### src/rtl/core/blvl_pkg.sv
// ----------------------------------------------------------------------------
// blvl_pkg
// Shared widths, register codes, config struct and level table lookup.
// ----------------------------------------------------------------------------
`default_nettype none

package blvl_pkg;

	// Field widths
	localparam int RAW_W      = 16;
	localparam int MV_W       = 16;
	localparam int PCT_W      = 7;
	localparam int REF_W      = 13;
	localparam int GAIN_W     = 3;
	localparam int RES_W      = 5;
	localparam int OHM_W      = 24;
	localparam int CFG_IDX_W  = 3;
	localparam int CFG_DATA_W = 24;

	// Datapath widths
	localparam int P1_W  = RAW_W - 1 + REF_W;   // clamped raw times reference
	localparam int P2_W  = P1_W + GAIN_W;       // times inverse gain
	localparam int NUM_W = P2_W + OHM_W;        // divider numerator
	localparam int REM_W = OHM_W + MV_W;        // numerator when quotient fits

	// Divider pipeline: quotient bits resolved per stage
	localparam int DIV_STEPS_PER_STAGE = 2;
	localparam int DIV_STAGES          = MV_W / DIV_STEPS_PER_STAGE;

	// Register indexes
	localparam logic [CFG_IDX_W-1:0] REG_REF_MV   = 3'd0;
	localparam logic [CFG_IDX_W-1:0] REG_GAIN_INV = 3'd1;
	localparam logic [CFG_IDX_W-1:0] REG_RES_BITS = 3'd2;
	localparam logic [CFG_IDX_W-1:0] REG_DIV_EN   = 3'd3;
	localparam logic [CFG_IDX_W-1:0] REG_FULL_RES = 3'd4;
	localparam logic [CFG_IDX_W-1:0] REG_TAP_RES  = 3'd5;

	// Reset values
	localparam logic [REF_W-1:0]  RST_REF_MV   = 13'd600;
	localparam logic [GAIN_W-1:0] RST_GAIN_INV = 3'd6;
	localparam logic [RES_W-1:0]  RST_RES_BITS = 5'd14;
	localparam logic              RST_DIV_EN   = 1'b0;
	localparam logic [OHM_W-1:0]  RST_FULL_RES = 24'd1;
	localparam logic [OHM_W-1:0]  RST_TAP_RES  = 24'd1;

	typedef struct packed {
		logic [REF_W-1:0]  ref_mv;
		logic [GAIN_W-1:0] gain_inv;
		logic [RES_W-1:0]  res_bits;
		logic              div_en;
		logic [OHM_W-1:0]  full_res;
		logic [OHM_W-1:0]  tap_res;
	} cfg_t;

	// Interpolation widths
	localparam int D_W          = 9;    // mv offset into a segment, below 425
	localparam int SLOPE_W      = 5;    // percent span of a segment
	localparam int PROD_W       = 13;   // span times offset, below 6500
	localparam int RECIP_W      = 10;
	localparam int RECIP_SHIFT  = 16;
	localparam int RP_W         = PROD_W + RECIP_W;
	localparam int QEST_W       = 7;
	localparam int QD_W         = QEST_W + D_W;
	localparam int RECIP_ONE    = 1 << RECIP_SHIFT;

	// Segment lengths in mV and their fixed-point reciprocals
	localparam int SEG_A_DEN = 150;   // 3850..3999
	localparam int SEG_B_DEN = 190;   // 3660..3849
	localparam int SEG_C_DEN = 110;   // 3550..3659
	localparam int SEG_D_DEN = 325;   // 3225..3549
	localparam int SEG_E_DEN = 425;   // 2800..3224
	localparam int SEG_A_RCP = RECIP_ONE / SEG_A_DEN;
	localparam int SEG_B_RCP = RECIP_ONE / SEG_B_DEN;
	localparam int SEG_C_RCP = RECIP_ONE / SEG_C_DEN;
	localparam int SEG_D_RCP = RECIP_ONE / SEG_D_DEN;
	localparam int SEG_E_RCP = RECIP_ONE / SEG_E_DEN;

	typedef struct packed {
		logic [MV_W-1:0]    base_mv;
		logic [PCT_W-1:0]   base_pct;
		logic [SLOPE_W-1:0] slope;
		logic [D_W-1:0]     den;
		logic [RECIP_W-1:0] recip;
	} seg_t;

	function automatic seg_t seg_make(input int base_mv, input int base_pct,
		input int slope, input int den, input int recip);
		seg_t s;
		s.base_mv  = MV_W'(base_mv);
		s.base_pct = PCT_W'(base_pct);
		s.slope    = SLOPE_W'(slope);
		s.den      = D_W'(den);
		s.recip    = RECIP_W'(recip);
		return s;
	endfunction

	// Pick the table segment for a saturated mV value; flat ends get slope 0
	function automatic seg_t level_seg(input logic [MV_W-1:0] mv);
		seg_t s;
		if (mv >= MV_W'(4000))
			s = seg_make(0, 100, 0, 1, 0);
		else if (mv >= MV_W'(3850))
			s = seg_make(3850, 80, 20, SEG_A_DEN, SEG_A_RCP);
		else if (mv >= MV_W'(3660))
			s = seg_make(3660, 50, 30, SEG_B_DEN, SEG_B_RCP);
		else if (mv >= MV_W'(3550))
			s = seg_make(3550, 30, 20, SEG_C_DEN, SEG_C_RCP);
		else if (mv >= MV_W'(3225))
			s = seg_make(3225, 10, 20, SEG_D_DEN, SEG_D_RCP);
		else if (mv >= MV_W'(2800))
			s = seg_make(2800, 0, 5, SEG_E_DEN, SEG_E_RCP);
		else
			s = seg_make(0, 0, 0, 1, 0);
		return s;
	endfunction

endpackage

`default_nettype wire

### src/rtl/core/blvl_cfg.sv
// ----------------------------------------------------------------------------
// blvl_cfg
// Configuration register file; out-of-range indexes are dropped.
// ----------------------------------------------------------------------------
`default_nettype none

module blvl_cfg (
	input  wire logic                            clk,
	input  wire logic                            arst_n,
	input  wire logic                            we,
	input  wire logic [blvl_pkg::CFG_IDX_W-1:0]  idx,
	input  wire logic [blvl_pkg::CFG_DATA_W-1:0] wdata,
	output blvl_pkg::cfg_t                       cfg
);
	import blvl_pkg::*;

	cfg_t cfg_q;

	always_ff @(posedge clk or negedge arst_n) begin
		if (!arst_n) begin
			cfg_q.ref_mv   <= RST_REF_MV;
			cfg_q.gain_inv <= RST_GAIN_INV;
			cfg_q.res_bits <= RST_RES_BITS;
			cfg_q.div_en   <= RST_DIV_EN;
			cfg_q.full_res <= RST_FULL_RES;
			cfg_q.tap_res  <= RST_TAP_RES;
		end else if (we) begin
			unique case (idx)
				REG_REF_MV:   cfg_q.ref_mv   <= wdata[REF_W-1:0];
				REG_GAIN_INV: cfg_q.gain_inv <= wdata[GAIN_W-1:0];
				REG_RES_BITS: cfg_q.res_bits <= wdata[RES_W-1:0];
				REG_DIV_EN:   cfg_q.div_en   <= wdata[0];
				REG_FULL_RES: cfg_q.full_res <= wdata[OHM_W-1:0];
				REG_TAP_RES:  cfg_q.tap_res  <= wdata[OHM_W-1:0];
				default: ;
			endcase
		end
	end

	assign cfg = cfg_q;

endmodule

`default_nettype wire

### config.mk
export PLATFORM = sky130hd
export DESIGN_NAME = blvl_cfg
export DESIGN_NICKNAME = d
export VERILOG_FILES = /design/src/rtl/core/blvl_pkg.sv /design/src/rtl/core/blvl_cfg.sv
export SDC_FILE = /design/constraint.sdc
export NUM_CORES = 1
export LEC_CHECK = 0
export ABC_CLOCK_PERIOD_IN_PS = 1900
export BUFFER_PORTS_ARGS = -buffer_cell sky130_fd_sc_hd__buf_4
export CAP_MARGIN = 20
export CORE_MARGIN = 1
export CORE_UTILIZATION = 40
export DETAILED_ROUTE_END_ITERATION = 8
export HOLD_SLACK_MARGIN = 0.1
export PLACE_DENSITY = 0.67
export SLEW_MARGIN = 20
export SYNTH_ARGS = -nofsm -noshare
export SYNTH_HDL_FRONTEND = slang
export SYNTH_SLANG_ARGS = --single-unit
### constraint.sdc
create_clock -name clk -period 1.9 [get_ports clk]
set_input_delay 0.095 -clock clk [delete_from_list [all_inputs] [get_ports clk]]
set_output_delay 0.095 -clock clk [all_outputs]
set_load 0.005 [all_outputs]
# Word-level counts from Yosys, hierarchy flattened
# Cells that the tools add are included.
# W data, S select, Z words.
# classes
n_eq_ne	5
reduce_logical	7
# op_table
operator	count
$reduce_and A2 Y1	6
$eq A3 B2 Y1 const B	2
$eq A3 B3 Y1 const B	2
$eq A3 B1 Y1 const B	1
$logic_not A3 Y1	1
# word_totals
ff_bits	70
input_bits	30
out_inout_bits	70
wordCells	18

# Logic depth before layout (Yosys ltp)
# depth
ltp_word	2
depth_mapped	4
ltp_nobuf	2

# Least setup slack after synthesis
# Ideal clock, no wire load.
# synth_path
path_type	in2reg
start	in idx[1] (netlist bit)
end	reg cfg_q (netlist bit cfg[28])
setup_ns	0.125
t_arrival_ns	0.980
required_ns	1.775
slack_ns	0.796
stages	4
n_path_buf	2
cell_sequence	nor4bb_1 buf_4 buf_6 mux2_2
# synth_between
elab_chain_cells	2
# synth_rtl
item	line	rtl
start, declared	blvl_cfg.sv:11	input wire logic [blvl_pkg::CFG_IDX_W-1:0] idx,
$eq A3 B3 Y1	blvl_cfg.sv:28	unique case (idx)
$reduce_and A2 Y1 (no source line)	--	
end, declared	blvl_cfg.sv:17	cfg_t cfg_q;
# Every way passes these cells.
# A chain may end at the register's enable or synchronous reset.

# Worst setup path in the final report
# layout_path
start	reg cfg_q (netlist bit cfg[66])
end	out cfg[66] (netlist bit)
# layout_lines
item	line	rtl
end, declared	blvl_cfg.sv:13	output blvl_pkg::cfg_t cfg
# No word-level cell between the ends.

==> impl_metrics.prom <==
# TYPE chip_impl_metric gauge
chip_impl_info{name="status",value="complete, but fails checks"} 1
chip_impl_info{name="failed_checks",value="DRC"} 1
chip_impl_metric{name="comb_power_share",unit="%"} 23.8
chip_impl_metric{name="post_synthesis_mean_instance_area",unit="sq um"} 17.7
chip_impl_metric{name="drv_slew",unit=""} 0
chip_impl_metric{name="pin_count",unit=""} 100
chip_impl_metric{name="clk-insertion-delay-late",unit="ps"} 330
chip_impl_metric{name="syn-cell-area",unit="sq um"} 2680
chip_impl_metric{name="count_of_buffers_from_port_buffering",unit=""} 99
chip_impl_metric{name="dr.first_iter.drc_count",unit=""} 59
chip_impl_metric{name="critical_path_arrival",unit="ps"} 980
chip_impl_metric{name="post_route_cells_drive_above_1_share",unit="%"} 70.0
chip_impl_metric{name="tritoncts.num_buffers",unit=""} 9
chip_impl_metric{name="floorplan.die_area",unit="sq um"} 7040
chip_impl_metric{name="clock_sinks",unit=""} 70
chip_impl_metric{name="internal_portion_of_total_power",unit="mW"} 3.37
chip_impl_metric{name="number_of_antenna_cells_inserted",unit=""} 0
chip_impl_metric{name="grt_pass1_vias",unit=""} 1952
chip_impl_metric{name="max_cap_viol_count",unit=""} 0
chip_impl_info{name="hold_path.class",value="in2reg"} 1
chip_impl_metric{name="final.period_utilization",unit="%"} 56.3
chip_impl_metric{name="worst-slew-pin-transition",unit="ps"} 548
chip_impl_metric{name="grt_first_pass_wirelength",unit="um"} 9730
chip_impl_metric{name="height_of_the_chip",unit="um"} 83.9
chip_impl_info{name="worstPathCellList",value="buf_4"} 1
chip_impl_metric{name="seq_power_share",unit="%"} 46.2
chip_impl_metric{name="final_net_count",unit=""} 315
chip_impl_metric{name="netSwitchingFraction",unit="%"} 23.3
chip_impl_metric{name="antenna_violating_nets_post_route",unit=""} 0
chip_impl_metric{name="grt_antenna_before_repair",unit=""} 0
chip_impl_metric{name="die-width",unit="um"} 83.9
chip_impl_info{name="cts_tree",value="built"} 1
chip_impl_info{name="clock_tree.root_cell",value="clkbuf_8"} 1
chip_impl_info{name="rsz0062_at_grt",value="false"} 1
chip_impl_metric{name="detail_route.wl_per_cell",unit="um"} 15.7
chip_impl_metric{name="timing.critical_path.slowest_cell_delay",unit="ps"} 540
chip_impl_metric{name="finalSetupTns",unit="ps"} 0
chip_impl_metric{name="relSlewSlack",unit="%"} 63.5
chip_impl_metric{name="finalHoldViolCount",unit=""} 0
chip_impl_metric{name="routed_via_density",unit=""} 4.79
chip_impl_metric{name="setup_skew_after_layout",unit="ps"} 0
chip_impl_info{name="crit_family",value="flip-flops"} 1
chip_impl_info{name="path_class",value="reg2out"} 1
chip_impl_metric{name="coreArea",unit="sq um"} 6420
chip_impl_metric{name="postCtsResizedCells",unit=""} 0
chip_impl_metric{name="gp_congestion",unit=""} 0.735
chip_impl_metric{name="route.detailed.drc",unit=""} 14
chip_impl_metric{name="largest_reg_flops",unit=""} 70
chip_impl_metric{name="syn-instance-count",unit=""} 152
chip_impl_metric{name="flow.area_growth_from_synthesis",unit="%"} 49.4
chip_impl_metric{name="power.share.clock",unit="%"} 30.1
chip_impl_metric{name="cts.repair_timing.setup_buffer_count",unit=""} 0
chip_impl_info{name="critPathCaptureType",value="output pin"} 1
chip_impl_metric{name="cellLeakagePower",unit="nW"} 1.87
chip_impl_metric{name="final_period_minus_worst_setup_slack",unit="ps"} 1070
chip_impl_info{name="start_kind",value="flop"} 1
chip_impl_metric{name="gr-total-overflow",unit=""} 0
chip_impl_metric{name="clock.fmax",unit="MHz"} 934
chip_impl_metric{name="place_hpwl",unit="um"} 3910
chip_impl_metric{name="start_util",unit="%"} 41.8
chip_impl_metric{name="synth_sequential_area_ratio",unit="%"} 65.8
chip_impl_metric{name="switching_power",unit="mW"} 1.03
chip_impl_metric{name="yosysWarnings",unit=""} 0
chip_impl_metric{name="route.final.wire_length",unit="um"} 5770
chip_impl_metric{name="synth.distinct_cells",unit=""} 12
chip_impl_metric{name="cts-htree-levels",unit=""} 3
chip_impl_metric{name="core.rowCount",unit=""} 29
chip_impl_metric{name="synth_fp_nets",unit=""} 182
chip_impl_metric{name="critPathMaxFanout",unit=""} 2
chip_impl_metric{name="clk_path_buf_depth",unit=""} 2
chip_impl_metric{name="cp.buffers_inverters",unit=""} 1
chip_impl_metric{name="clk_pin_slew_worst_paths",unit="ps"} 70
chip_impl_info{name="critical-path-slowest-cell",value="dfstp_2"} 1
chip_impl_metric{name="grt_start_max_net_pins",unit=""} 43
chip_impl_metric{name="number_of_setup_violations_in_the_final_report",unit=""} 0
chip_impl_metric{name="worst_ir_drop_vdd",unit="mV"} 0.694
chip_impl_metric{name="cts_hold_repair.buffers",unit=""} 25
chip_impl_metric{name="drt-pass1-iter-count",unit=""} 6
chip_impl_metric{name="pwr_density_cell",unit="nW/um^2"} 1100
chip_impl_metric{name="cp.required",unit="ps"} 1800
chip_impl_metric{name="grt_util_all_layers",unit="%"} 18.2
chip_impl_metric{name="hold_ws",unit="ps"} 163
chip_impl_metric{name="ys_seq_elements",unit=""} 70
chip_impl_metric{name="vias",unit=""} 1759
==> area by class of cell <==
class                   instances  area [sq um]
clock inverters                 4          70.1
flip-flops and latches         70          1770
repair buffers                128          1040
multi-input cells              76           886
fillers                       484          2410
well taps                      77          96.3
clock buffers                  12           155
==> worst paths after layout <==
check	start	to	slack [ps]	cells past startpoint
setup / recovery	cfg[66]	cfg[66]	830	1
hold / removal	we	cfg[48]	160	3
setup reg to reg	cfg[68]	cfg[68]	1130	1
hold reg to reg	cfg[27]	cfg[27]	500	1
max in group asynchronous	arst_n	cfg[63]	990	3
min in group asynchronous	arst_n	cfg[59]	300	2
==> cells by family after synthesis <==
logic type / share of synthesized area [%]
flops: 65.8
mux: 29.4
simple gates: 3.08
buf+inv: 1.77
==> per-layer routing <==
layer	vias up	part of all wire [%]	GRT usage (%)
li1	809	-	-
met1	877	43	21.3
met2	64	50	30.6
met3	9	5.5	5.34
met4	0	1.6	8.46
met5	-	0	0
==> cells in the mapped netlist <==
library cell | count | area share (%)
and4bb_2 | 2 | 0.93
buf_2 | 2 | 0.37
buf_4 | 2 | 0.56
buf_6 | 2 | 0.84
dfrtp_1 | 59 | 55
dfstp_2 | 11 | 11
mux2_1 | 1 | 0.42
mux2_2 | 69 | 29
nand4b_1 | 1 | 0.33
nand4b_2 | 1 | 0.56
nor4b_4 | 1 | 0.89
nor4bb_1 | 1 | 0.37
==> power groups by stage <==
stage / Clock, mW / Sequential, mW / Combinational, mW
6_report: 1.32 / 2.03 / 1.05
5_1_grt: 1.44 / 2.08 / 1.13
4_1_cts: 1.37 / 2.03 / 1.06
3_5_place_dp: 0 / 2.06 / 1.02
3_3_place_gp: 0 / 2.04 / 0.999
2_1_floorplan: 0 / 2.06 / 0.316
==> per-stage QoR <==
step	instance area, sq um	setup slack (ps)	power (mW)	instances	util, %
3_3_place_gp	3530	543	3.04	326	55.0
4_1_cts	4010	807	4.46	367	62.4
5_1_grt	4010	785	4.64	367	62.4
3_5_place_dp	3530	504	3.08	326	55.0
6_report	4010	829	4.40	367	62.4
2_1_floorplan	2680	796	2.38	152	-
==> cell usage in the layout, fill, tap and decap left out, drive strengths merged <==
master,Yosys,routed
nor4b,1,1
dfstp,11,11
and4bb,2,2
mux2,70,70
nor4bb,1,1
nand4b,2,2
buf,6,103
clkinv,0,2
dfrtp,59,59
clkbuf,0,12
bufinv,0,2
dlygate4sd3,0,25
(Power assumes the default switching activity.)
