## config.mk

```make
export PLATFORM = sky130hd
export DESIGN_NAME = blvl_scale
export DESIGN_NICKNAME = d
export VERILOG_FILES = /design/src/rtl/core/blvl_pkg.sv /design/src/rtl/core/blvl_scale.sv
export SDC_FILE = /design/constraint.sdc
export NUM_CORES = 2
export LEC_CHECK = 0
export ABC_AREA = 1
export CORE_MARGIN = 2
export CORE_UTILIZATION = 30
export CTS_CLUSTER_DIAMETER = 60
export DETAILED_ROUTE_END_ITERATION = 10
export DONT_BUFFER_PORTS = 1
export PLACE_DENSITY = 0.42
export SETUP_SLACK_MARGIN = 0.3
export SYNTH_ARGS = -nofsm -noshare
export SYNTH_HDL_FRONTEND = slang
export SYNTH_SLANG_ARGS = --single-unit
```

## constraint.sdc

```tcl
create_clock -name clk -period 7.4 [get_ports clk]
set_input_delay 0.37 -clock clk [delete_from_list [all_inputs] [get_ports clk]]
set_output_delay 0.37 -clock clk [all_outputs]
set_load 0.01 [all_outputs]
```

## src/rtl/core/blvl_pkg.sv

```systemverilog
// ----------------------------------------------------------------------------
// blvl_pkg
// Shared widths, register codes, config struct and level table lookup.
// ----------------------------------------------------------------------------
`default_nettype none

package blvl_pkg;

	// Field widths
	localparam int RAW_W      = 16;
	localparam int MV_W       = 16;
	localparam int PCT_W      = 7;
	localparam int REF_W      = 13;
	localparam int GAIN_W     = 3;
	localparam int RES_W      = 5;
	localparam int OHM_W      = 24;
	localparam int CFG_IDX_W  = 3;
	localparam int CFG_DATA_W = 24;

	// Datapath widths
	localparam int P1_W  = RAW_W - 1 + REF_W;   // clamped raw times reference
	localparam int P2_W  = P1_W + GAIN_W;       // times inverse gain
	localparam int NUM_W = P2_W + OHM_W;        // divider numerator
	localparam int REM_W = OHM_W + MV_W;        // numerator when quotient fits

	// Divider pipeline: quotient bits resolved per stage
	localparam int DIV_STEPS_PER_STAGE = 2;
	localparam int DIV_STAGES          = MV_W / DIV_STEPS_PER_STAGE;

	// Register indexes
	localparam logic [CFG_IDX_W-1:0] REG_REF_MV   = 3'd0;
	localparam logic [CFG_IDX_W-1:0] REG_GAIN_INV = 3'd1;
	localparam logic [CFG_IDX_W-1:0] REG_RES_BITS = 3'd2;
	localparam logic [CFG_IDX_W-1:0] REG_DIV_EN   = 3'd3;
	localparam logic [CFG_IDX_W-1:0] REG_FULL_RES = 3'd4;
	localparam logic [CFG_IDX_W-1:0] REG_TAP_RES  = 3'd5;

	// Reset values
	localparam logic [REF_W-1:0]  RST_REF_MV   = 13'd600;
	localparam logic [GAIN_W-1:0] RST_GAIN_INV = 3'd6;
	localparam logic [RES_W-1:0]  RST_RES_BITS = 5'd14;
	localparam logic              RST_DIV_EN   = 1'b0;
	localparam logic [OHM_W-1:0]  RST_FULL_RES = 24'd1;
	localparam logic [OHM_W-1:0]  RST_TAP_RES  = 24'd1;

	typedef struct packed {
		logic [REF_W-1:0]  ref_mv;
		logic [GAIN_W-1:0] gain_inv;
		logic [RES_W-1:0]  res_bits;
		logic              div_en;
		logic [OHM_W-1:0]  full_res;
		logic [OHM_W-1:0]  tap_res;
	} cfg_t;

	// Interpolation widths
	localparam int D_W          = 9;    // mv offset into a segment, below 425
	localparam int SLOPE_W      = 5;    // percent span of a segment
	localparam int PROD_W       = 13;   // span times offset, below 6500
	localparam int RECIP_W      = 10;
	localparam int RECIP_SHIFT  = 16;
	localparam int RP_W         = PROD_W + RECIP_W;
	localparam int QEST_W       = 7;
	localparam int QD_W         = QEST_W + D_W;
	localparam int RECIP_ONE    = 1 << RECIP_SHIFT;

	// Segment lengths in mV and their fixed-point reciprocals
	localparam int SEG_A_DEN = 150;   // 3850..3999
	localparam int SEG_B_DEN = 190;   // 3660..3849
	localparam int SEG_C_DEN = 110;   // 3550..3659
	localparam int SEG_D_DEN = 325;   // 3225..3549
	localparam int SEG_E_DEN = 425;   // 2800..3224
	localparam int SEG_A_RCP = RECIP_ONE / SEG_A_DEN;
	localparam int SEG_B_RCP = RECIP_ONE / SEG_B_DEN;
	localparam int SEG_C_RCP = RECIP_ONE / SEG_C_DEN;
	localparam int SEG_D_RCP = RECIP_ONE / SEG_D_DEN;
	localparam int SEG_E_RCP = RECIP_ONE / SEG_E_DEN;

	typedef struct packed {
		logic [MV_W-1:0]    base_mv;
		logic [PCT_W-1:0]   base_pct;
		logic [SLOPE_W-1:0] slope;
		logic [D_W-1:0]     den;
		logic [RECIP_W-1:0] recip;
	} seg_t;

	function automatic seg_t seg_make(input int base_mv, input int base_pct,
		input int slope, input int den, input int recip);
		seg_t s;
		s.base_mv  = MV_W'(base_mv);
		s.base_pct = PCT_W'(base_pct);
		s.slope    = SLOPE_W'(slope);
		s.den      = D_W'(den);
		s.recip    = RECIP_W'(recip);
		return s;
	endfunction

	// Pick the table segment for a saturated mV value; flat ends get slope 0
	function automatic seg_t level_seg(input logic [MV_W-1:0] mv);
		seg_t s;
		if (mv >= MV_W'(4000))
			s = seg_make(0, 100, 0, 1, 0);
		else if (mv >= MV_W'(3850))
			s = seg_make(3850, 80, 20, SEG_A_DEN, SEG_A_RCP);
		else if (mv >= MV_W'(3660))
			s = seg_make(3660, 50, 30, SEG_B_DEN, SEG_B_RCP);
		else if (mv >= MV_W'(3550))
			s = seg_make(3550, 30, 20, SEG_C_DEN, SEG_C_RCP);
		else if (mv >= MV_W'(3225))
			s = seg_make(3225, 10, 20, SEG_D_DEN, SEG_D_RCP);
		else if (mv >= MV_W'(2800))
			s = seg_make(2800, 0, 5, SEG_E_DEN, SEG_E_RCP);
		else
			s = seg_make(0, 0, 0, 1, 0);
		return s;
	endfunction

endpackage

`default_nettype wire

```

## src/rtl/core/blvl_scale.sv

```systemverilog
// ----------------------------------------------------------------------------
// blvl_scale
// Four stages: clamp and scale to mV, divider numerator, overflow check.
// ----------------------------------------------------------------------------
`default_nettype none

module blvl_scale (
	input  wire logic                               clk,
	input  wire logic                               arst_n,
	input  wire logic                               en,
	input  wire logic                               in_valid,
	input  wire logic signed [blvl_pkg::RAW_W-1:0]  raw_sample,
	input  blvl_pkg::cfg_t                          cfg,
	output logic                                    out_valid,
	output logic                                    out_sat,
	output logic [blvl_pkg::REM_W-1:0]              out_rem
);
	import blvl_pkg::*;

	logic [RAW_W-2:0] raw_pos;
	logic [P2_W-1:0]  p2;
	logic [OHM_W-1:0] full_eff;
	logic [OHM_W-1:0] tap_eff;

	logic             v_s1, v_s2, v_s3, v_s4;
	logic [P1_W-1:0]  p1_s1;
	logic [P2_W-1:0]  mv0_s2;
	logic [NUM_W-1:0] num_s3;
	logic             sat_s4;
	logic [REM_W-1:0] rem_s4;

	// negative readings count as zero
	assign raw_pos  = raw_sample[RAW_W-1] ? '0 : raw_sample[RAW_W-2:0];
	assign p2       = P2_W'(p1_s1) * P2_W'(cfg.gain_inv);
	// divider off behaves as a divide by one
	assign full_eff = cfg.div_en ? cfg.full_res : OHM_W'(1);
	assign tap_eff  = cfg.div_en ? cfg.tap_res  : OHM_W'(1);

	always_ff @(posedge clk or negedge arst_n) begin
		if (!arst_n) begin
			v_s1 <= 1'b0;
			v_s2 <= 1'b0;
			v_s3 <= 1'b0;
			v_s4 <= 1'b0;
		end else if (en) begin
			v_s1 <= in_valid;
			v_s2 <= v_s1;
			v_s3 <= v_s2;
			v_s4 <= v_s3;
		end
	end

	always_ff @(posedge clk) begin
		if (en) begin
			p1_s1  <= P1_W'(raw_pos) * P1_W'(cfg.ref_mv);
			mv0_s2 <= p2 >> cfg.res_bits;
			num_s3 <= NUM_W'(mv0_s2) * NUM_W'(full_eff);
			// quotient would exceed 16 bits (or tap is zero)
			sat_s4 <= num_s3 >= NUM_W'({tap_eff, {MV_W{1'b0}}});
			rem_s4 <= num_s3[REM_W-1:0];
		end
	end

	assign out_valid = v_s4;
	assign out_sat   = sat_s4;
	assign out_rem   = rem_s4;

endmodule

`default_nettype wire

```

* Word-level counts from Yosys, hierarchy flattened
Index checks and enable logic that the tools add are counted.
Word-level totals: bits in registers 159, latch bits 0, memory bits (writable) 0, bits in read-only memories 0, bits of input ports 90, logic and storage cells 17, memories 0
Operators by class: $add $sub $neg 0, multipliers 3, div/mod/pow operators 0, $lt $le $gt $ge 1, equal/unequal tests 0, shift operators 1, multiplexer cells 3, bitwise operators 0, reduce and logical (&&, ||, !) cells 0
Operators by type and width (count):
- $ge A55 B40 Y1 | 1
- $mul A31 B24 Y55 | 1
- $mux W24 | 2
- $mul A28 B3 Y31 | 1
- $shr A31 B5 Y31 | 1
- $mul A15 B13 Y28 | 1
- $mux W15 | 1

* Logic depth before layout (Yosys ltp)
depth after elaboration 2, mapped depth 31, depth with buffers taken out 29

* Worst setup path after synthesis
No wires, ideal clock.
path kind input -> register, start in cfg[48] in the netlist's numbering, end reg num_s3[53] (data pin), setup time 264 ps, data arrival time 6382 ps, required time 7136 ps, slack 755 ps, stages 27, cells stage by stage clkbuf_1 -> nand2_1 -> inv_2 -> clkbuf_1 -> nand2_1 -> fa_1 -> inv_1 -> fa_1 -> inv_1 -> fa_1 -> fa_1 -> fa_1 -> inv_1 -> fa_1 -> inv_1 -> fa_1 -> inv_1 -> ha_1 -> nand2_1 -> nor2_1 -> inv_1 -> nor3_1 -> and3_1 -> nand3_1 -> nand3_1 -> a31oi_1 -> xor2_1
Between the ends: word-level cells in the longest chain between the ends 2
Ends and longest elaborated chain:
- start: declaration | line blvl_scale.sv:13 | input blvl_pkg::cfg_t cfg,
- $mux W24 | line blvl_scale.sv:36 | assign full_eff = cfg.div_en ? cfg.full_res : OHM_W'(1);
- $mul A31 B24 Y55 | line blvl_scale.sv:57 | num_s3 <= NUM_W'(mv0_s2) * NUM_W'(full_eff);
- end signal: assignment | line blvl_scale.sv:57
- end: declaration | line blvl_scale.sv:28 | logic [NUM_W-1:0] num_s3;
No other way between the ends. A chain may end at the register's enable or synchronous reset.

* Final worst setup path
start reg mv0_s2[16], end reg num_s3[27] (data pin)
Between the ends: word-level cells in the longest chain between the ends 1
Ends and longest elaborated chain:
- start: declaration | line blvl_scale.sv:27 | logic [P2_W-1:0] mv0_s2;
- start signal: assignment | line blvl_scale.sv:56 | mv0_s2 <= p2 >> cfg.res_bits;
- $mul A31 B24 Y55 | line blvl_scale.sv:57
No other way between the ends.

==> summary.md <==
| Metric | Value |
|---|---|
| Status | `finished, final reports clean` |
| Sequential-to-total area share from yosys stat | `0.118` |
| Number of library cell types mapped by synthesis | `53` |
| Global-route wire length before repair | `209000 um` |
| RSZ-0062 raised after global routing | `yes` |
| GRT Resource Usage Total | `0.205` |
| Clock buffer depth | `2` |
| CTS clk-pin slew, worst paths | `0.07 ns` |
| CP arrival | `7.08 ns` |
| Final Skew | `0.0271 ns` |
| Min-delay src | `cfg[53]` |
| Register-to-register setup slack | `0.56 ns` |
| Worst-skew pair later-pin latency | `0.53 ns` |
| Placed Area | `43100 um2` |
| Layout area overhead | `9.30%` |
| Placed Cells | `6728` |
| Tcrit/Tclk final | `0.924` |
| Final Wtd Congestion | `0.894` |
| Finished Layout Cells | `6778` |
| Cells after Synth | `4967` |
| Largest net degree at the start of global routing | `132` |
| Worst reg2reg endpoint | `num_s3[27]` |
| CTS tree | `built` |
| Nets@finish | `6201` |
| Ant diodes | `0` |
| Critical path class | `register to register` |
| PortBufs | `0` |
| CP Launch Type | `register` |
| Number of synthesis warnings | `0` |
| Global route overflow | `0` |
| Min Clock Period, post-route | `6.84 ns` |
| Die width | `370 um` |
| Number of routed nets with antenna violations | `0` |
| Worst rel slew slack | `0.0459` |
| TritonRoute pass-1 iters | `7` |
| Max Freq | `0.146 GHz` |
| Num rows | `134` |
| Remaining routing DRC violations | `0` |
| Reg2reg path depth | `21` |
| Post-Route WL | `136000 um` |
| Max Cap Violations | `0` |
| Synthesized flop and latch total | `159` |
| Clk root buf | `clkbuf_16` |
| Crit end category | `register` |
| Hold Fails Final Rpt | `0` |
| Avg Cell Area, Syn | `8.10 um2` |
| DPL Wire Length | `116000 um` |
| # setup viols final | `0` |
| # H-tree levels | `4` |
| Post-route cell area | `44000 um2` |
| Worst-path maximum fanout | `7` |
| Num CTS Buffers | `17` |
| WHS Endpoint | `mv0_s2[18]` |
| Fin. max-slew vios | `0` |
| Core box area | `133000 um2` |
| Ys async rst share | `0.0252` |
| Mapped Area | `40200 um2` |
| CP Data Required Time | `7.65 ns` |
| Hold depth | `1` |
| Share of cells above drive strength 1 | `0.0621` |
| Initial Util | `0.302` |
| Syn_nets | `6171` |
| Post-synth EDFFs | `155` |
| Die height | `370 um` |
| Initial DRC Count | `1925` |
| Post-synth top flop | `edfxtp_1` |
| Antenna violations before repair | `0` |
| Die Area | `137000 um2` |
| Routed len/inst | `20.1 um` |
| Worst min path class | `input port to register` |
| Routed vias/inst | `4.66` |
| Setup TNS | `0 ns` |
| Routed vias | `31600` |
| Slew at the pin closest to its max-slew limit | `1.42 ns` |
| Vias in the first global route | `33800` |
| Launching point of the worst reg2reg path | `mv0_s2[16]` |
| I/O pin total | `132` |
| Clk sinks | `159` |
==> worst max path at each step <==
stage / slack, ns / to / from
4_1_cts: 0.33 / num_s3[48] / mv0_s2[14]
2_1_floorplan: 0.75 / num_s3[53] / cfg[48]
3_5_place_dp: 0.23 / num_s3[44] / cfg[48]
3_3_place_gp: 0.30 / num_s3[48] / cfg[48]
5_1_grt: 0.25 / num_s3[52] / mv0_s2[18]
6_report: 0.56 / num_s3[27] / mv0_s2[16]
==> synth_stat cells (20+ instances only) <==
master       n  area [um2]
clkinv_1    26        97.6
ha_1       308        3850
xnor2_1     27         236
o21ai_0     55         275
fa_1       806       16100
nand2_1   1073        4030
nor2_1     584        2190
clkbuf_1   146         548
edfxtp_1   155        4650
a21oi_1    122         611
nand3_2     24         240
inv_1     1141        4280
xor2_1      53         464
nand4_1     20         125
nand3_1    239        1200
==> cell type report <==
cell class	count	area [um2]
well taps	1768	2210
multi-input cells	3460	30400
flip-flops and latches	159	4750
fillers	14400	89300
repair buffers	185	1510
clock inverters	14	169
inverters	1174	4460
clock buffers	18	429
==> repair_timing <==
item                                   CTS  global route
buffers inserted                         0            14
gates cloned                             0             0
pin swaps                                0             1
setup endpoints to repair                2            26
endpoints found under the hold margin   37             0
hold buffers                             4             0
gates resized for setup                  1            21
==> per-stage QoR <==
| step | setup WS [ns] | hold WS, ns | utilization |
|---|---|---|---|
| floorplan | 0.755 | 0.0744 | - |
| global placement | 0.300 | 0.0745 | 0.323 |
| detailed placement | 0.234 | 0.0745 | 0.323 |
| CTS | 0.333 | 0.00594 | 0.328 |
| global route | 0.253 | 0.0271 | 0.330 |
| finish | 0.564 | 0.0619 | 0.330 |
==> cell families after synthesis <==
kind of cell    share of synthesized area
buf+inv                             0.126
flops                               0.118
xor+xnor                           0.0174
fa+ha+maj                           0.497
simple gates                        0.206
compound gates                     0.0357
==> sequential cells by signal, summed over array words and instances (netlist names) <==
signal / cells
mv0_s2: 31
num_s3: 55
out_rem: 40
out_sat: 1
out_valid: 1
p1_s1: 28
v_s1: 1
v_s2: 1
v_s3: 1
==> layer usage <==
metal,track usage,part of all wire,up-vias
met4,0.0540,0.025,0
met3,0.0216,0.041,121
met1,0.254,0.41,16000
met2,0.375,0.52,669
met5,0,0,-
li1,-,-,14800
==> cells in the final DEF, fill, tap and decap left out, drive strengths merged, types with 13 or more instances in the layout <==
master,Yosys,final
edfxtp,155,155
inv,1148,1145
nand3,263,263
a21oi,127,127
nand2,1089,1089
nor2,595,595
xnor2,27,27
nor3,19,19
clkbuf,146,18
clkinv,26,29
clkinvlp,0,13
xor2,53,53
o21ai,71,71
fa,806,806
ha,308,308
buf,28,182
nand4,20,20
==> worst max-delay path: stages, from the launching register on <==
cell,delay (ns)
edfxtp_1,0.41
clkinvlp_4,0.30
nor2_1,0.24
fa_1,0.45
fa_1,0.57
inv_1,0.07
fa_1,0.57
fa_1,0.45
fa_1,0.56
inv_1,0.06
fa_1,0.48
inv_1,0.06
fa_1,0.54
inv_1,0.06
ha_1,0.34
a21oi_1,0.21
o21ai_0,0.23
a21oi_2,0.29
o21ai_2,0.11
buf_4,0.16
a21oi_1,0.22
xnor2_1,0.16
Power is left out: the tool's default activity adds up to more than one toggle a clock period on the data nets, which glitch-free logic cannot reach.
