**src/rtl/core/blvl_pkg.sv**
```systemverilog
// ----------------------------------------------------------------------------
// blvl_pkg
// Shared widths, register codes, config struct and level table lookup.
// ----------------------------------------------------------------------------
`default_nettype none

package blvl_pkg;

	// Field widths
	localparam int RAW_W      = 16;
	localparam int MV_W       = 16;
	localparam int PCT_W      = 7;
	localparam int REF_W      = 13;
	localparam int GAIN_W     = 3;
	localparam int RES_W      = 5;
	localparam int OHM_W      = 24;
	localparam int CFG_IDX_W  = 3;
	localparam int CFG_DATA_W = 24;

	// Datapath widths
	localparam int P1_W  = RAW_W - 1 + REF_W;   // clamped raw times reference
	localparam int P2_W  = P1_W + GAIN_W;       // times inverse gain
	localparam int NUM_W = P2_W + OHM_W;        // divider numerator
	localparam int REM_W = OHM_W + MV_W;        // numerator when quotient fits

	// Divider pipeline: quotient bits resolved per stage
	localparam int DIV_STEPS_PER_STAGE = 2;
	localparam int DIV_STAGES          = MV_W / DIV_STEPS_PER_STAGE;

	// Register indexes
	localparam logic [CFG_IDX_W-1:0] REG_REF_MV   = 3'd0;
	localparam logic [CFG_IDX_W-1:0] REG_GAIN_INV = 3'd1;
	localparam logic [CFG_IDX_W-1:0] REG_RES_BITS = 3'd2;
	localparam logic [CFG_IDX_W-1:0] REG_DIV_EN   = 3'd3;
	localparam logic [CFG_IDX_W-1:0] REG_FULL_RES = 3'd4;
	localparam logic [CFG_IDX_W-1:0] REG_TAP_RES  = 3'd5;

	// Reset values
	localparam logic [REF_W-1:0]  RST_REF_MV   = 13'd600;
	localparam logic [GAIN_W-1:0] RST_GAIN_INV = 3'd6;
	localparam logic [RES_W-1:0]  RST_RES_BITS = 5'd14;
	localparam logic              RST_DIV_EN   = 1'b0;
	localparam logic [OHM_W-1:0]  RST_FULL_RES = 24'd1;
	localparam logic [OHM_W-1:0]  RST_TAP_RES  = 24'd1;

	typedef struct packed {
		logic [REF_W-1:0]  ref_mv;
		logic [GAIN_W-1:0] gain_inv;
		logic [RES_W-1:0]  res_bits;
		logic              div_en;
		logic [OHM_W-1:0]  full_res;
		logic [OHM_W-1:0]  tap_res;
	} cfg_t;

	// Interpolation widths
	localparam int D_W          = 9;    // mv offset into a segment, below 425
	localparam int SLOPE_W      = 5;    // percent span of a segment
	localparam int PROD_W       = 13;   // span times offset, below 6500
	localparam int RECIP_W      = 10;
	localparam int RECIP_SHIFT  = 16;
	localparam int RP_W         = PROD_W + RECIP_W;
	localparam int QEST_W       = 7;
	localparam int QD_W         = QEST_W + D_W;
	localparam int RECIP_ONE    = 1 << RECIP_SHIFT;

	// Segment lengths in mV and their fixed-point reciprocals
	localparam int SEG_A_DEN = 150;   // 3850..3999
	localparam int SEG_B_DEN = 190;   // 3660..3849
	localparam int SEG_C_DEN = 110;   // 3550..3659
	localparam int SEG_D_DEN = 325;   // 3225..3549
	localparam int SEG_E_DEN = 425;   // 2800..3224
	localparam int SEG_A_RCP = RECIP_ONE / SEG_A_DEN;
	localparam int SEG_B_RCP = RECIP_ONE / SEG_B_DEN;
	localparam int SEG_C_RCP = RECIP_ONE / SEG_C_DEN;
	localparam int SEG_D_RCP = RECIP_ONE / SEG_D_DEN;
	localparam int SEG_E_RCP = RECIP_ONE / SEG_E_DEN;

	typedef struct packed {
		logic [MV_W-1:0]    base_mv;
		logic [PCT_W-1:0]   base_pct;
		logic [SLOPE_W-1:0] slope;
		logic [D_W-1:0]     den;
		logic [RECIP_W-1:0] recip;
	} seg_t;

	function automatic seg_t seg_make(input int base_mv, input int base_pct,
		input int slope, input int den, input int recip);
		seg_t s;
		s.base_mv  = MV_W'(base_mv);
		s.base_pct = PCT_W'(base_pct);
		s.slope    = SLOPE_W'(slope);
		s.den      = D_W'(den);
		s.recip    = RECIP_W'(recip);
		return s;
	endfunction

	// Pick the table segment for a saturated mV value; flat ends get slope 0
	function automatic seg_t level_seg(input logic [MV_W-1:0] mv);
		seg_t s;
		if (mv >= MV_W'(4000))
			s = seg_make(0, 100, 0, 1, 0);
		else if (mv >= MV_W'(3850))
			s = seg_make(3850, 80, 20, SEG_A_DEN, SEG_A_RCP);
		else if (mv >= MV_W'(3660))
			s = seg_make(3660, 50, 30, SEG_B_DEN, SEG_B_RCP);
		else if (mv >= MV_W'(3550))
			s = seg_make(3550, 30, 20, SEG_C_DEN, SEG_C_RCP);
		else if (mv >= MV_W'(3225))
			s = seg_make(3225, 10, 20, SEG_D_DEN, SEG_D_RCP);
		else if (mv >= MV_W'(2800))
			s = seg_make(2800, 0, 5, SEG_E_DEN, SEG_E_RCP);
		else
			s = seg_make(0, 0, 0, 1, 0);
		return s;
	endfunction

endpackage

`default_nettype wire

```
**src/rtl/core/blvl_div.sv**
```systemverilog
// ----------------------------------------------------------------------------
// blvl_div
// Pipelined restoring divider for a 16-bit quotient, two bits per stage.
// ----------------------------------------------------------------------------
`default_nettype none

module blvl_div (
	input  wire logic                      clk,
	input  wire logic                      arst_n,
	input  wire logic                      en,
	input  blvl_pkg::cfg_t                 cfg,
	input  wire logic                      in_valid,
	input  wire logic                      in_sat,
	input  wire logic [blvl_pkg::REM_W-1:0] in_rem,
	output logic                           out_valid,
	output logic                           out_sat,
	output logic [blvl_pkg::MV_W-1:0]      out_quot
);
	import blvl_pkg::*;

	logic [OHM_W-1:0] tap_eff;

	logic             v_s   [0:DIV_STAGES];
	logic             sat_s [0:DIV_STAGES];
	logic [REM_W-1:0] rem_s [0:DIV_STAGES];
	logic [MV_W-1:0]  quo_s [0:DIV_STAGES];

	assign tap_eff  = cfg.div_en ? cfg.tap_res : OHM_W'(1);

	assign v_s[0]   = in_valid;
	assign sat_s[0] = in_sat;
	assign rem_s[0] = in_rem;
	assign quo_s[0] = '0;

	for (genvar g = 0; g < DIV_STAGES; g++) begin : g_stage
		logic [REM_W-1:0] rem_nx;
		logic [MV_W-1:0]  quo_nx;

		always_comb begin
			logic [REM_W-1:0] dsh;
			rem_nx = rem_s[g];
			quo_nx = quo_s[g];
			for (int k = 0; k < DIV_STEPS_PER_STAGE; k++) begin
				dsh = REM_W'(tap_eff) << (MV_W - 1 - (g * DIV_STEPS_PER_STAGE + k));
				if (rem_nx >= dsh) begin
					rem_nx = rem_nx - dsh;
					quo_nx = {quo_nx[MV_W-2:0], 1'b1};
				end else begin
					quo_nx = {quo_nx[MV_W-2:0], 1'b0};
				end
			end
		end

		always_ff @(posedge clk or negedge arst_n) begin
			if (!arst_n)
				v_s[g+1] <= 1'b0;
			else if (en)
				v_s[g+1] <= v_s[g];
		end

		always_ff @(posedge clk) begin
			if (en) begin
				sat_s[g+1] <= sat_s[g];
				rem_s[g+1] <= rem_nx;
				quo_s[g+1] <= quo_nx;
			end
		end
	end

	assign out_valid = v_s[DIV_STAGES];
	assign out_sat   = sat_s[DIV_STAGES];
	assign out_quot  = quo_s[DIV_STAGES];

endmodule

`default_nettype wire

```
**config.mk**
```make
export PLATFORM = sky130hd
export DESIGN_NAME = blvl_div
export DESIGN_NICKNAME = d
export VERILOG_FILES = /design/src/rtl/core/blvl_pkg.sv /design/src/rtl/core/blvl_div.sv
export SDC_FILE = /design/constraint.sdc
export NUM_CORES = 2
export LEC_CHECK = 0
export BUFFER_PORTS_ARGS = -buffer_cell sky130_fd_sc_hd__buf_2
export CAP_MARGIN = 10
export CORE_UTILIZATION = 45
export CTS_CLUSTER_DIAMETER = 100
export DETAILED_ROUTE_END_ITERATION = 10
export PLACE_DENSITY = 0.68
export SYNTH_ARGS = -nofsm -noshare
export SYNTH_HDL_FRONTEND = slang
export SYNTH_SLANG_ARGS = --single-unit
export TNS_END_PERCENT = 5
```
**constraint.sdc**
```tcl
create_clock -name clk -period 13.51 [get_ports clk]
set_input_delay 2.702 -clock clk [delete_from_list [all_inputs] [get_ports clk]]
set_output_delay 2.702 -clock clk [all_outputs]
set_load 0.05 [all_outputs]
```
Word-level counts from Yosys, hierarchy flattened
Cells that the tools add are included.
{ "word_totals": {"ff_bits": 368, "latch_bits": 0, "mem_bits_rw": 0, "mem_bits_ro": 0, "input_bits": 115, "out_inout_bits": 18, "wordCells": 94, "memories": 0} }
{ "op_classes": {"n_addsub": 15, "n_mul": 0, "div_mod_pow": 0, "magnitude_cmp": 16, "n_eq_ne": 0, "shift": 0, "mux": 32, "n_bitwise": 0, "n_reduce_logical": 0} }
{ "ops": {"columns": ["operator", "count"], "rows": [
  ["$mux W40", 15],
  ["$ge A40 B24 Y1", 1],
  ["$ge A40 B25 Y1", 1],
  ["$ge A40 B26 Y1", 1],
  ["$ge A40 B27 Y1", 1],
  ["$ge A40 B28 Y1", 1],
  ["$ge A40 B29 Y1", 1],
  ["$ge A40 B30 Y1", 1],
  ["$ge A40 B31 Y1", 1],
  ["$ge A40 B32 Y1", 1],
  ["$ge A40 B33 Y1", 1],
  ["$ge A40 B34 Y1", 1],
  ["$ge A40 B35 Y1", 1],
  ["$ge A40 B36 Y1", 1],
  ["$ge A40 B37 Y1", 1],
  ["$ge A40 B38 Y1", 1],
  ["$ge A40 B39 Y1", 1],
  ["$sub A40 B25 Y40", 1],
  ["$sub A40 B26 Y40", 1],
  ["$sub A40 B27 Y40", 1],
  ["$sub A40 B28 Y40", 1],
  ["$sub A40 B29 Y40", 1],
  ["$sub A40 B30 Y40", 1],
  ["$sub A40 B31 Y40", 1],
  ["other kinds (10)", 25]
]} }

Depth between registers and ports, before layout
{ "depth": {"word_depth": 5, "ltp_mapped": 32, "ltp_nobuf": 26} }

Least setup slack after synthesis
Ideal clock, no wire load.
{ "synth_path": {"kind": "in2reg", "start": "in cfg[48] (netlist name)", "end": "reg rem_s[317] (netlist name) (data pin)", "setup_ns": 0.260, "arrival_time_ns": 9.171, "t_required_ns": 13.250, "path_slack_ns": 4.079, "cell_stages": 24, "path_buffers": 2, "path_cell_list": "nand2_1 -> ha_1 -> a21o_1 -> a21o_1 -> a221o_1 -> a31oi_1 -> a31oi_1 -> o21a_1 -> a2111oi_4 -> buf_2 -> clkbuf_1 -> mux2i_1 -> ha_1 -> a21o_1 -> a21o_1 -> a21o_1 -> a221o_1 -> a41oi_1 -> a21oi_1 -> a41o_1 -> or4_1 -> o311ai_0 -> xnor2_1 -> mux2_2"} }
{ "synth_via": {"elab_chain_len": 5, "word_cells_on_any_way": 7, "cone_classes": "add/sub (2); order compare (2); mux (3)"} }
{ "synth_lines": {"columns": ["item", "line", "rtl"], "rows": [
  ["from (decl)", "blvl_div.sv:11", "input blvl_pkg::cfg_t cfg,"],
  ["$mux W24 (*)", "blvl_div.sv:28", "assign tap_eff = cfg.div_en ? cfg.tap_res : OHM_W'(1);"],
  ["$sub A40 B39 Y40 or $ge A40 B39 Y1 (tied branches)", "blvl_div.sv:46, blvl_div.sv:45", null],
  ["$mux W40", "blvl_div.sv:45", "if (rem_nx >= dsh) begin"],
  ["$sub A40 B38 Y40 or $ge A40 B38 Y1 (tied branches)", "blvl_div.sv:46, blvl_div.sv:45", null],
  ["$mux W40 (*)", "blvl_div.sv:45", null],
  ["via g_stage[0].rem_nx[37]", "blvl_div.sv:36", "logic [REM_W-1:0] rem_nx;"],
  ["to (signal, indexed assignment)", "blvl_div.sv:64", "rem_s[g+1] <= rem_nx;"],
  ["to (decl)", "blvl_div.sv:25", "logic [REM_W-1:0] rem_s [0:DIV_STAGES];"]
]} }
Mark *: on every way through the listed nets, which the timed path passes. The rest lies on a longest branch.
A chain may end at the register's enable or synchronous reset.

Worst setup path after layout
{ "layout_path": {"start": "in cfg[48] (netlist name)", "end": "reg rem_s[309] (netlist name) (data pin)"} }
The elaborated chain is that of the path after synthesis.

==> metrics <==
RR Startpoint=rem_s[148]; Final Cell Area=0.0396 mm^2; # diodes=0; CP Launch Point=cfg[48]; CTS tree=built; largest family of logic cells by synthesized area=compound AO/OA/AOI/OAI gates; Initial Util=0.457; number of setup buffers added after CTS=0; synth warn=0; Total Wirelength=97.9 mm; commonest non-fill, non-tap cell in the layout=a21oi_1; vias per cell=5.90; final net count=4662; Slew @ Worst Pin=1.26 ns; GRT Total Usage=0.235; GP Congestion=0.928; startpoint types=primary input; H-tree depth=2; post-synthesis adder-cell area fraction=0.141; Avg Cell Area, Syn=8.92 um^2; highest clock rate=93.0 MHz; Placed Area=0.0380 mm^2; status=finished, final reports clean; worst min-delay path class=reg -> reg; #FFs+latches synth=368; first-pass GRT wire length=155 mm; syn_nets=4581; wire per inst=18.7 um; Worst Path Required=13.85 ns; relative slew slack=0.163; Core ar.=0.0794 mm^2; compound-cell area share of the yosys netlist=0.221; CTS Sinks=368; RSZ-0062 raised after global routing=false; post-synthesis sequential area ratio=0.303; setup TNS=0 ns; CTS max path bufs=3; Tcrit/Tclk final=0.796; Crit path largest cell delay=1.10 ns; Die Area=0.0818 mm^2; mux cell area share after synthesis=0.0447; clock root cell=clkbuf_16; Die Ht=286 um; Die Wd=286 um; largest cells by area after synthesis=edfxtp_1 (30%), ha_1 (13%), xnor2_1 (6.2%), a21oi_1 (6.2%), a21o_1 (3.9%); crit path max-delay cell type=a2111oi_4; Post-Synth Simple-Gate Area=0.172; Area Overhead vs Synth=9.05%; Iter 0 DRT Violations=2049; clock buffer count from CTS=46; Max-Cap Viols=0; Setup Skew=0.0240 ns; hold buffer count at cts=0; Reg clk slew, reported paths=0.07 ns; CP Class=in -> reg; I/O Buffers=87; largest area contributor in the netlist=edfxtp_1; Crit path top cell by count=o21ai_0; initial antenna violation count=0; antenna viol nets, final=0; Final min period=10.75 ns; post-place setup slack=2.34 ns; Worst-Skew Late Latency=0.61 ns; XOR/XNOR Fraction of Synth Area=0.0907; Vias=30900; post_cts resized=0; I/O pins=133; Yosys top cell area share=0.298; Final Max Tran Viols=0; post-synthesis instance area=0.0363 mm^2; hold path startpoint=quo_s[71]; number of remaining DRC errors=0; Worst EP arrival=11.09 ns; Mapped Cells=4067; Final Hold Fails=0; GR Overflow Total=0; PnR worst setup slack=2.76 ns; Final setup viols=0; dpl hpwl=73.7 mm; vias in the first global route=29100; buffers and inverters on the worst path=3; most frequent cells in the layout=a21oi_1 (446), ha_1 (384), edfxtp_1 (360), nor2_1 (352), nand2_1 (336); share of cells above drive strength 1=0.0975; EDFF count, synth=360; asr flop ratio synth=0.0217; row count=103; Top Family by Delay on Critical Path=compound AO/OA/AOI/OAI gates; Primary FF master, synth=edfxtp_1; CP Capture Type=flip-flop; largest net degree at the start of global routing=200; Unique masters post-synth=103; First-pass DRT Iterations=6; Max FO, Critical Path=24
## layout make-up
cell class	instances	area, um^2
fill	7505	39800
multi-input combinational	3454	24300
sequential	368	11000
tap	1050	1310
clock buffer	52	1190
timing repair buffer	136	826
inverter	142	536
clock inverter	34	382
## metrics by stage
stage               utilization  hold slack (ns)  instances
finish                    0.499            0.415       5236
global route              0.499            0.418       5236
CTS                       0.499            0.416       5236
detailed placement        0.479            0.405       5150
global placement          0.479            0.401       5150
floorplan                     -            0.400       4067
## registers in the layout, summed over array words and instances (netlist names)
name and cells:
out_quot 16, out_valid 1, rem_s 280, quo_s 56
out_sat 1, sat_s 7, v_s 7
## final timing paths
check,end,slack (ns),depth (start not counted)
worst max-delay path,rem_s[309],2.76,27
max in group asynchronous,v_s[4],11.40,1
min in group asynchronous,out_valid,1.95,1
worst min-delay path,quo_s[57],0.42,0
worst min register to register,quo_s[57],0.42,0
worst max register to register,rem_s[109],5.49,23
## kinds of logic (layout without fill, tap and decap cells)
logic type | Yosys count | after routing
AOI/OAI and AO/OA | 1271 | 1271
and+or+nand+nor | 1265 | 1265
adders and majority gates | 399 | 399
xor gates and xnor gates | 376 | 376
DFF | 368 | 368
buffers and inverters | 245 | 364
muxes | 143 | 143
## worst reg2reg max path: stages (launching register included)
cell      delay [ns]
edfxtp_1        0.46
ha_1            0.29
or4_1           0.59
or4_1           0.45
nor2_1          0.11
o21ai_1         0.08
or2_1           0.29
nor2_1          0.68
inv_2           0.35
mux2_2          0.40
ha_1            0.37
a21oi_1         0.33
nor2_1          0.09
a211oi_1        0.29
o21ba_2         0.17
nand3_1         0.15
o21ai_0         0.23
a21oi_1         0.11
a211o_1         0.23
nor3_1          0.18
and4_1          0.93
inv_2           0.48
and3_1          0.34
xnor2_1         0.12
## synthesized netlist by cell type, types with 24 or more instances
| cell type | instances |
|---|---|
| o21bai_1 | 50 |
| nor2b_1 | 43 |
| nor2_1 | 352 |
| xor2_1 | 121 |
| nor4_1 | 37 |
| o21ai_0 | 265 |
| clkbuf_1 | 72 |
| a21oi_1 | 446 |
| or3_1 | 25 |
| o21a_1 | 58 |
| inv_1 | 135 |
| edfxtp_1 | 360 |
| a21o_1 | 189 |
| xnor2_1 | 255 |
| nand4_1 | 70 |
| ha_1 | 384 |
| o211ai_1 | 25 |
| nand3_1 | 78 |
| nand2b_1 | 48 |
| and3_1 | 39 |
| nand2_1 | 337 |
| and2_1 | 31 |
| mux2_2 | 112 |
| a31oi_1 | 35 |
| o31ai_1 | 24 |
| nor3_1 | 88 |
| a211oi_1 | 28 |
## routing by layer
layer	wire, um	GRT usage	share of wire	vias to the layer above
met2	46100	0.400	0.47	741
met3	4580	0.0237	0.047	185
met1	43800	0.308	0.45	14500
met5	0	0	0	-
met4	3420	0.0844	0.035	0
li1	-	-	-	15500
Power is not shown: default switching activity piles up to over one toggle a cycle in this logic, so the estimate is an artifact.
